<file path="config.mk">
export PLATFORM = sky130hd
export DESIGN_NAME = solar_term_date_match_flat
export DESIGN_NICKNAME = d
export VERILOG_FILES = /design/src/stdm_pkg.sv /design/src/stdm_in_if.sv /design/src/stdm_out_if.sv /design/src/solar_term_date_match.sv /design/src/stdm_day_count.sv /design/src/flat_wrapper.sv
export SDC_FILE = /design/constraint.sdc
export NUM_CORES = 2
export LEC_CHECK = 0
export BUFFER_PORTS_ARGS = -buffer_cell sky130_fd_sc_hd__buf_2
export CORE_ASPECT_RATIO = 1.25
export CORE_MARGIN = 1
export CORE_UTILIZATION = 40
export DETAILED_ROUTE_END_ITERATION = 7
export GPL_ROUTABILITY_DRIVEN = 0
export SLEW_MARGIN = 20
export SYNTH_ARGS = -nofsm -noshare
export SYNTH_HDL_FRONTEND = slang
export SYNTH_SLANG_ARGS = --single-unit
</file>
<file path="constraint.sdc">
create_clock -name clk -period 8.9 [get_ports clk]
set_input_delay 0.89 -clock clk [delete_from_list [all_inputs] [get_ports clk]]
set_output_delay 0.89 -clock clk [all_outputs]
set_load 0.01 [all_outputs]
</file>
<file path="src/stdm_pkg.sv">
// ----------------------------------------------------------------------------
// stdm_pkg
// widths, constants and tables shared by the solar term date matcher
// ----------------------------------------------------------------------------
package stdm_pkg;

    localparam int YEAR_W  = 14;
    localparam int MONTH_W = 4;
    localparam int DAY_W   = 5;
    localparam int TERM_W  = 5;

    localparam int TERM_COUNT = 24;
    localparam int DNUM_W     = 17;    // days since 1900-01-06, last valid date fits
    localparam int YOFS_W     = 8;     // year - 1900
    localparam int PROD_W     = 47;
    localparam int DIFF_W     = 48;

    localparam logic [YEAR_W-1:0] FIRST_YEAR = 14'd1900;
    localparam logic [YEAR_W-1:0] LAST_YEAR  = 14'd2100;

    localparam logic [3:0] MONTH_JAN = 4'd1;
    localparam logic [3:0] MONTH_FEB = 4'd2;
    localparam logic [3:0] MONTH_DEC = 4'd12;

    // tropical year in tenths of a millisecond
    localparam logic [38:0] YEAR_TENTHS = 39'd315569259747;
    localparam logic [29:0] DAY_TENTHS  = 30'd864000000;
    // 02:05 in tenths of a ms plus the half-up rounding term
    localparam logic [29:0] BASE_RND    = 30'd75000005;
    localparam logic [29:0] SPAN_HI     = DAY_TENTHS - BASE_RND;
    localparam logic [19:0] TENTHS_PER_MIN = 20'd600000;

    // day count of 1900-01-06 relative to the 1600-03-01 based count
    localparam logic [16:0] BASE_DAY = 17'd109518;
    localparam logic [10:0] EPOCH_YEAR = 11'd1600;

    typedef struct packed {
        logic              ok;
        logic [DNUM_W-1:0] day_num;
        logic [YOFS_W-1:0] year_ofs;
    } date_info_t;

    function automatic logic [4:0] month_len(input logic [3:0] month);
        logic [4:0] len;
        case (month)
            4'd2:    len = 5'd28;
            4'd4:    len = 5'd30;
            4'd6:    len = 5'd30;
            4'd9:    len = 5'd30;
            4'd11:   len = 5'd30;
            default: len = 5'd31;
        endcase
        return len;
    endfunction

    // days from march 1 to the first of the month, year starting in march
    function automatic logic [8:0] month_start(input logic [3:0] month);
        logic [8:0] ofs;
        case (month)
            4'd3:    ofs = 9'd0;
            4'd4:    ofs = 9'd31;
            4'd5:    ofs = 9'd61;
            4'd6:    ofs = 9'd92;
            4'd7:    ofs = 9'd122;
            4'd8:    ofs = 9'd153;
            4'd9:    ofs = 9'd184;
            4'd10:   ofs = 9'd214;
            4'd11:   ofs = 9'd245;
            4'd12:   ofs = 9'd275;
            4'd1:    ofs = 9'd306;
            4'd2:    ofs = 9'd337;
            default: ofs = 9'd0;
        endcase
        return ofs;
    endfunction

    // term offset from the yearly base instant, in tenths of a millisecond
    function automatic logic [38:0] term_tenths(input logic [TERM_W-1:0] idx);
        logic [18:0] mins;
        case (idx)
            5'd0:    mins = 19'd0;
            5'd1:    mins = 19'd21208;
            5'd2:    mins = 19'd42467;
            5'd3:    mins = 19'd63836;
            5'd4:    mins = 19'd85337;
            5'd5:    mins = 19'd107014;
            5'd6:    mins = 19'd128867;
            5'd7:    mins = 19'd150921;
            5'd8:    mins = 19'd173149;
            5'd9:    mins = 19'd195551;
            5'd10:   mins = 19'd218072;
            5'd11:   mins = 19'd240693;
            5'd12:   mins = 19'd263343;
            5'd13:   mins = 19'd285989;
            5'd14:   mins = 19'd308563;
            5'd15:   mins = 19'd331033;
            5'd16:   mins = 19'd353350;
            5'd17:   mins = 19'd375494;
            5'd18:   mins = 19'd397447;
            5'd19:   mins = 19'd419210;
            5'd20:   mins = 19'd440795;
            5'd21:   mins = 19'd462224;
            5'd22:   mins = 19'd483532;
            5'd23:   mins = 19'd504758;
            default: mins = 19'd0;
        endcase
        return 39'(mins) * 39'(TENTHS_PER_MIN);
    endfunction

endpackage

</file>
<file path="src/stdm_in_if.sv">
// ----------------------------------------------------------------------------
// stdm_in_if
// date channel: valid/ready handshake carrying one calendar date per item
// ----------------------------------------------------------------------------
interface stdm_in_if;
    import stdm_pkg::*;

    logic               valid;
    logic               ready;
    logic [YEAR_W-1:0]  calendar_year;
    logic [MONTH_W-1:0] calendar_month;
    logic [DAY_W-1:0]   calendar_day;

    modport source (
        output valid,
        output calendar_year,
        output calendar_month,
        output calendar_day,
        input  ready
    );

    modport sink (
        input  valid,
        input  calendar_year,
        input  calendar_month,
        input  calendar_day,
        output ready
    );
endinterface

</file>
<file path="src/stdm_out_if.sv">
// ----------------------------------------------------------------------------
// stdm_out_if
// term channel: valid/ready handshake carrying one lookup result per item
// ----------------------------------------------------------------------------
interface stdm_out_if;
    import stdm_pkg::*;

    logic              valid;
    logic              ready;
    logic              is_term_day;
    logic [TERM_W-1:0] term_index;

    modport source (
        output valid,
        output is_term_day,
        output term_index,
        input  ready
    );

    modport sink (
        input  valid,
        input  is_term_day,
        input  term_index,
        output ready
    );
endinterface

</file>
<file path="src/solar_term_date_match.sv">
// ----------------------------------------------------------------------------
// solar_term_date_match
// reports whether a Gregorian date carries one of the 24 solar terms
// ----------------------------------------------------------------------------
// date_in takes one date per item (year, month, day); term_out returns one
// item per date: is_term_day and term_index (0 = minor cold .. 23 = winter
// solstice, 0 when no term). Dates outside 1900..2100 or not valid give no
// term. Results leave in the order the dates came in.
// The datapath is five register stages: date check and day count, the two
// products day*day_length and years*tropical_year, their difference, 24
// window compares, then the priority pick into the output register. One date
// is taken every cycle unless the stages are full and term_out stalls; the
// 47-bit product stage is fully pipelined.
// Each stage has its own valid bit and loads when it is empty or its
// successor moves, so a stalled receiver backs items up stage by stage and
// date_in.ready falls only once all five stages hold an item; no item is
// lost or repeated. Reset clears all valid bits, the block comes up empty.
// ----------------------------------------------------------------------------
module solar_term_date_match (
    input  logic       clk,
    input  logic       rst_n,
    stdm_in_if.sink    date_in,
    stdm_out_if.source term_out
);
    import stdm_pkg::*;

    date_info_t info;

    logic              s1_valid_reg;
    date_info_t        s1_info_reg;
    logic              s2_valid_reg;
    logic              s2_ok_reg;
    logic [PROD_W-1:0] s2_day_prod_reg;
    logic [PROD_W-1:0] s2_year_prod_reg;
    logic              s3_valid_reg;
    logic              s3_ok_reg;
    logic signed [DIFF_W-1:0] s3_lo_reg;
    logic signed [DIFF_W-1:0] s3_hi_reg;
    logic                  s4_valid_reg;
    logic [TERM_COUNT-1:0] s4_match_reg;
    logic              out_valid_reg;
    logic              out_term_reg;
    logic [TERM_W-1:0] out_index_reg;

    logic              out_adv;
    logic              s4_adv;
    logic              s3_adv;
    logic              s2_adv;
    logic              s1_adv;

    logic [PROD_W-1:0] day_prod_next;
    logic [PROD_W-1:0] year_prod_next;
    logic signed [DIFF_W-1:0] lo_next;
    logic signed [DIFF_W-1:0] hi_next;
    logic [TERM_COUNT-1:0] match_next;
    logic              term_next;
    logic [TERM_W-1:0] index_next;

    stdm_day_count u_day_count (
        .calendar_year  (date_in.calendar_year),
        .calendar_month (date_in.calendar_month),
        .calendar_day   (date_in.calendar_day),
        .info           (info)
    );

    // a stage loads when it is empty or its contents move on
    assign out_adv = !out_valid_reg || term_out.ready;
    assign s4_adv  = !s4_valid_reg || out_adv;
    assign s3_adv  = !s3_valid_reg || s4_adv;
    assign s2_adv  = !s2_valid_reg || s3_adv;
    assign s1_adv  = !s1_valid_reg || s2_adv;

    assign date_in.ready        = s1_adv;
    assign term_out.valid       = out_valid_reg;
    assign term_out.is_term_day = out_term_reg;
    assign term_out.term_index  = out_index_reg;

    always_comb
    begin
        day_prod_next  = PROD_W'(s1_info_reg.day_num) * PROD_W'(DAY_TENTHS);
        year_prod_next = PROD_W'(s1_info_reg.year_ofs) * PROD_W'(YEAR_TENTHS);

        // term i falls on the day when lo <= offset_i < hi
        lo_next = $signed({1'b0, s2_day_prod_reg}) - $signed({1'b0, s2_year_prod_reg})
                  - $signed(DIFF_W'(BASE_RND));
        hi_next = $signed({1'b0, s2_day_prod_reg}) - $signed({1'b0, s2_year_prod_reg})
                  + $signed(DIFF_W'(SPAN_HI));

        for (int i = 0; i < TERM_COUNT; i++)
        begin
            match_next[i] = s3_ok_reg
                && ($signed(DIFF_W'(term_tenths(TERM_W'(i)))) >= s3_lo_reg)
                && ($signed(DIFF_W'(term_tenths(TERM_W'(i)))) < s3_hi_reg);
        end

        // lowest term number wins
        term_next  = |s4_match_reg;
        index_next = '0;
        for (int i = TERM_COUNT - 1; i >= 0; i--)
        begin
            if (s4_match_reg[i])
            begin
                index_next = TERM_W'(i);
            end
        end
    end

    always_ff @(posedge clk or negedge rst_n)
    begin
        if (!rst_n)
        begin
            s1_valid_reg  <= 1'b0;
            s2_valid_reg  <= 1'b0;
            s3_valid_reg  <= 1'b0;
            s4_valid_reg  <= 1'b0;
            out_valid_reg <= 1'b0;
        end
        else
        begin
            if (s1_adv)
            begin
                s1_valid_reg <= date_in.valid;
            end
            if (s2_adv)
            begin
                s2_valid_reg <= s1_valid_reg;
            end
            if (s3_adv)
            begin
                s3_valid_reg <= s2_valid_reg;
            end
            if (s4_adv)
            begin
                s4_valid_reg <= s3_valid_reg;
            end
            if (out_adv)
            begin
                out_valid_reg <= s4_valid_reg;
            end
        end
    end

    always_ff @(posedge clk)
    begin
        if (s1_adv)
        begin
            s1_info_reg <= info;
        end
        if (s2_adv)
        begin
            s2_ok_reg        <= s1_info_reg.ok;
            s2_day_prod_reg  <= day_prod_next;
            s2_year_prod_reg <= year_prod_next;
        end
        if (s3_adv)
        begin
            s3_ok_reg <= s2_ok_reg;
            s3_lo_reg <= lo_next;
            s3_hi_reg <= hi_next;
        end
        if (s4_adv)
        begin
            s4_match_reg <= match_next;
        end
        if (out_adv)
        begin
            out_term_reg  <= term_next;
            out_index_reg <= index_next;
        end
    end

endmodule

</file>
<file path="src/stdm_day_count.sv">
// ----------------------------------------------------------------------------
// stdm_day_count
// checks a calendar date and turns it into days since 1900-01-06
// ----------------------------------------------------------------------------
module stdm_day_count (
    input  logic [stdm_pkg::YEAR_W-1:0]  calendar_year,
    input  logic [stdm_pkg::MONTH_W-1:0] calendar_month,
    input  logic [stdm_pkg::DAY_W-1:0]   calendar_day,
    output stdm_pkg::date_info_t         info
);
    import stdm_pkg::*;

    logic        year_ok;
    logic        month_ok;
    logic        is_leap;
    logic [4:0]  limit;
    logic        jan_feb;
    logic [8:0]  q;
    logic [13:0] q_wide;
    logic [14:0] q_x41;
    logic [2:0]  q_cent;
    logic        q_quad;
    logic [18:0] days_q;
    logic [19:0] count;
    logic        not_before;

    always_comb
    begin
        year_ok  = (calendar_year >= FIRST_YEAR) && (calendar_year <= LAST_YEAR);
        month_ok = (calendar_month >= MONTH_JAN) && (calendar_month <= MONTH_DEC);
        // inside the year window only 1900 and 2100 break the four-year rule
        is_leap  = (calendar_year[1:0] == 2'b00) && (calendar_year != FIRST_YEAR)
                   && (calendar_year != LAST_YEAR);
        limit    = month_len(calendar_month);
        if ((calendar_month == MONTH_FEB) && is_leap)
        begin
            limit = 5'd29;
        end

        // march-based year, counted from 1600 so the century terms stay small
        jan_feb = (calendar_month <= MONTH_FEB);
        q_wide  = calendar_year - 14'(EPOCH_YEAR) - 14'(jan_feb);
        q       = q_wide[8:0];
        q_x41   = 15'(q) * 15'd41;
        q_cent  = q_x41[14:12];               // q / 100 for q below 512
        q_quad  = (q >= 9'd400);
        days_q  = 19'(q) * 19'd365 + 19'(q[8:2]) - 19'(q_cent) + 19'(q_quad);

        count      = 20'(days_q) + 20'(month_start(calendar_month))
                     + 20'(calendar_day) - 20'd1;
        not_before = (count >= 20'(BASE_DAY));

        info.ok       = year_ok && month_ok && (calendar_day != 5'd0)
                        && (calendar_day <= limit) && not_before;
        info.day_num  = DNUM_W'(count - 20'(BASE_DAY));
        info.year_ofs = YOFS_W'(calendar_year - FIRST_YEAR);
    end

endmodule

</file>
<file path="src/flat_wrapper.sv">
// flat-port wrapper written by rule: the top's interface ports become plain ports
module solar_term_date_match_flat import stdm_pkg::*;
  (clk, rst_n, date_in_valid, date_in_calendar_year, date_in_calendar_month, date_in_calendar_day, date_in_ready, term_out_valid, term_out_is_term_day, term_out_term_index, term_out_ready);
  stdm_in_if date_in_i ();
  stdm_out_if term_out_i ();
  input  logic clk;
  input  logic rst_n;
  input wire logic [$bits(date_in_i.valid)-1:0] date_in_valid;
  input wire logic [$bits(date_in_i.calendar_year)-1:0] date_in_calendar_year;
  input wire logic [$bits(date_in_i.calendar_month)-1:0] date_in_calendar_month;
  input wire logic [$bits(date_in_i.calendar_day)-1:0] date_in_calendar_day;
  output wire logic [$bits(date_in_i.ready)-1:0] date_in_ready;
  output wire logic [$bits(term_out_i.valid)-1:0] term_out_valid;
  output wire logic [$bits(term_out_i.is_term_day)-1:0] term_out_is_term_day;
  output wire logic [$bits(term_out_i.term_index)-1:0] term_out_term_index;
  input wire logic [$bits(term_out_i.ready)-1:0] term_out_ready;
  assign date_in_i.valid = date_in_valid;
  assign date_in_i.calendar_year = date_in_calendar_year;
  assign date_in_i.calendar_month = date_in_calendar_month;
  assign date_in_i.calendar_day = date_in_calendar_day;
  assign date_in_ready = date_in_i.ready;
  assign term_out_valid = term_out_i.valid;
  assign term_out_is_term_day = term_out_i.is_term_day;
  assign term_out_term_index = term_out_i.term_index;
  assign term_out_i.ready = term_out_ready;
  solar_term_date_match u_core (.clk(clk), .rst_n(rst_n), .date_in(date_in_i), .term_out(term_out_i));
endmodule
</file>
==> metrics.md <==
| Metric | Value |
|---|---|
| Status | complete, but fails checks |
| Failing checks | negative setup slack |
| Clock Tree Buf Depth | 3 |
| Seq/Total Area, Yosys | 21.9% |
| DRT Pass-1 Iters | 5 |
| Crit path DAT | 10.36 ns |
| Peak fanout along the critical path | 4 |
| Hold Crit Class | in -> async |
| Vias/cell | 5.56 |
| Syn. warnings | 0 |
| Layout cells sized above 1 | 11.7% |
| RSZ-0062 raised after global routing | yes |
| Core ar. | 0.0777 mm² |
| Avg Synthesized Cell Area | 9.14 µm² |
| Final Critical Period | 9.95 ns |
| Nets | 4254 |
| Max FFs per register | 48 |
| Most frequent cell after synthesis | inv_1 |
| Met3 wire length | 2.75 mm |
| Ant diodes | 0 |
| WL met2 | 46.2 mm |
| Slew HR | 24.3% |
| Row count | 114 |
| Total nets after synthesis | 4155 |
| Initial Util | 40.6% |
| P&R area growth vs syn | 12.4% |
| Total GRT Usage | 21.3% |
| Max Fclk | 101 MHz |
| Top_reg_cell synth | edfxtp_1 |
| Tcrit/Tclk final | 112% |
| First-pass GRT wire length | 136 mm |
| Die width | 253 µm |
| Clk root buf | clkbuf_16 |
| CTS sink cnt | 231 |
| Post-route ant nets | 0 |
| Initial antenna violation count | 0 |
| Worst setup SP type | primary input |
| Clock Latency Late Sink | 0.57 ns |
| EDFF count, synth | 226 |
| Metal1 wirelength | 32.2 mm |
| Critical path type | in -> reg |
| Port buffer count | 34 |
| DIE AREA | 0.0801 mm² |
| Via count | 25.7k |
| Max Cap Viol | 0 |
| # DRC | 0 |
| Die height | 316 µm |
| Hold Vio Cnt, Final | 0 |
| Total CTS buffers | 24 |
| Worst setup EP type | register |
| Mapped Cells | 3455 |
| Largest area contributor in the netlist | edfxtp_1 |
| Critical Path Slowest Stage Cell | fa_1 |
| Top-area cell type share of the netlist area | 21.5% |
| Total length of routed wires | 84.6 mm |
| Post-synth ARST share | 2.16% |
| GR Overflow Total | 0 |
| PnR worst setup slack | -1.05 ns |
| Synth cell count leaders | inv_1, ha_1, fa_1, edfxtp_1, a21oi_1 |
| Required @ worst endpoint | 9.31 ns |
| Max Slew Vio Count | 0 |
| Synth top area cells | edfxtp_1, ha_1, fa_1 |
| Worst-margin pin slew | 1.12 ns |
| Count of cell types in the netlist | 97 |
| TNS Setup | -7.59 ns |
| Final Skew | 0.0363 ns |
| Yosys reg bits | 231 |
| H-tree levels | 1 |
| HPWL after DPL | 69.8 mm |
| Clk pin slew, worst setup/hold paths | 0.07 ns |
| TritonCTS clock tree | done |
| Final setup violation count | 12 |
| Max layer used | met4 |
| Synthesized cell area | 0.0316 mm² |
| # hold bufs at CTS | 0 |
| Crit-path max cell delay | 0.50 ns |
| Vias in the first global route | 26.2k |
| Initial DRC count | 1831 |
| I/O pins | 35 |
| DR WL/cell | 18.3 µm |
| Largest net degree at the start of global routing | 88 |
==> repair_timing <==
action,4_1_cts,5_1_grt
hold endpoints to repair,0,0
buffers inserted,11,16
resized for setup,39,70
setup endpoints to repair,13,14
pin swaps,24,43
gates cloned,0,0
==> placed cells by master (no fill, tap or decap), types with 18 or more instances in the layout <==
cell type / n
a211oi_1: 39
a21o_1: 78
a21oi_1: 202
a31oi_1: 51
and3_1: 30
buf_2: 33
buf_4: 141
buf_6: 19
clkbuf_16: 24
edfxtp_1: 226
fa_1: 238
ha_1: 411
ha_4: 19
inv_1: 480
inv_2: 18
nand2_1: 173
nand2b_1: 29
nand3_1: 84
nand4_1: 40
nor2_1: 201
nor2b_1: 23
nor3_1: 90
nor4_1: 43
o211ai_1: 27
o21a_1: 36
o21ai_0: 132
o21bai_1: 40
o31ai_1: 27
or2_2: 21
xnor2_1: 154
xor2_1: 60
==> metal layers <==
layer,GRT usage (%),vias up
li1,-,12400
met1,23.0,12400
met2,42.1,638
met3,1.47,200
met4,8.66,0
met5,0,-
==> path summary, 6_finish.rpt <==
path / cells after the start / slack, ns / startpoint / endpoint
worst max-delay path: 53 / -1.05 / date_in_calendar_month[1] / u_core.s1_info_reg[25]$_DFFE_PP_
worst min-delay path: 1 / 0.13 / rst_n / u_core.s1_valid_reg$_DFFE_PN0P_
worst max register to register: 22 / 1.78 / u_core.s1_info_reg[16]$_DFFE_PP_ / u_core.s2_day_prod_reg[39]$_DFFE_PP_
worst min register to register: 1 / 0.47 / u_core.s1_valid_reg$_DFFE_PN0P_ / u_core.s2_valid_reg$_DFFE_PN0P_
max in group asynchronous: 1 / 8.62 / rst_n / u_core.s3_valid_reg$_DFFE_PN0P_
min in group clk: 1 / 0.47 / u_core.s1_valid_reg$_DFFE_PN0P_ / u_core.s2_valid_reg$_DFFE_PN0P_
==> metrics by stage <==
step	setup slack [ns]	instances	instance area, µm²	utilization [%]	hold WS, ns
2_1_floorplan	-1.51	3455	31900	-	0.400
5_1_grt	-1.47	4616	35500	45.7	0.119
4_1_cts	-1.09	4603	35000	45.0	0.112
6_report	-1.05	4616	35500	45.7	0.129
3_3_place_gp	-1.66	4550	33900	43.7	0.447
3_5_place_dp	-1.81	4550	33900	43.7	0.450
==> cell families (layout without fill, tap and decap cells) <==
logic type	Yosys count	after routing	share of synthesized area (%)
AO/OA/AOI/OAI	827	827	17.4
XOR/XNOR	232	232	6.43
adder cells (fa/ha/maj)	673	673	32.4
buffers and inverters	621	738	7.43
flip-flops	231	231	21.9
multiplexers	6	6	0.277
AND/OR/NAND/NOR	865	865	14.2
==> final cells by class <==
type                    instances  area, µm²
flip-flops and latches        231       6910
clock inverters                15        191
inverters                     500       1880
multi-input cells            2603      23100
clock buffers                  29        619
well taps                    1044       1310
fillers                      7592      42200
repair buffers                194       1450
==> worst max-delay path: cells and delay by family <==
| family | cells | cell delay (ns) |
|---|---|---|
| AO/OA/AOI/OAI | 19 | 3.01 |
| XOR/XNOR | 1 | 0.14 |
| adder cells (fa/ha/maj) | 15 | 4.19 |
| buffers and inverters | 11 | 0.68 |
| AND/OR/NAND/NOR | 7 | 1.46 |
Power is not shown: default switching activity piles up to over one toggle a cycle in this logic, so the estimate is an artifact.
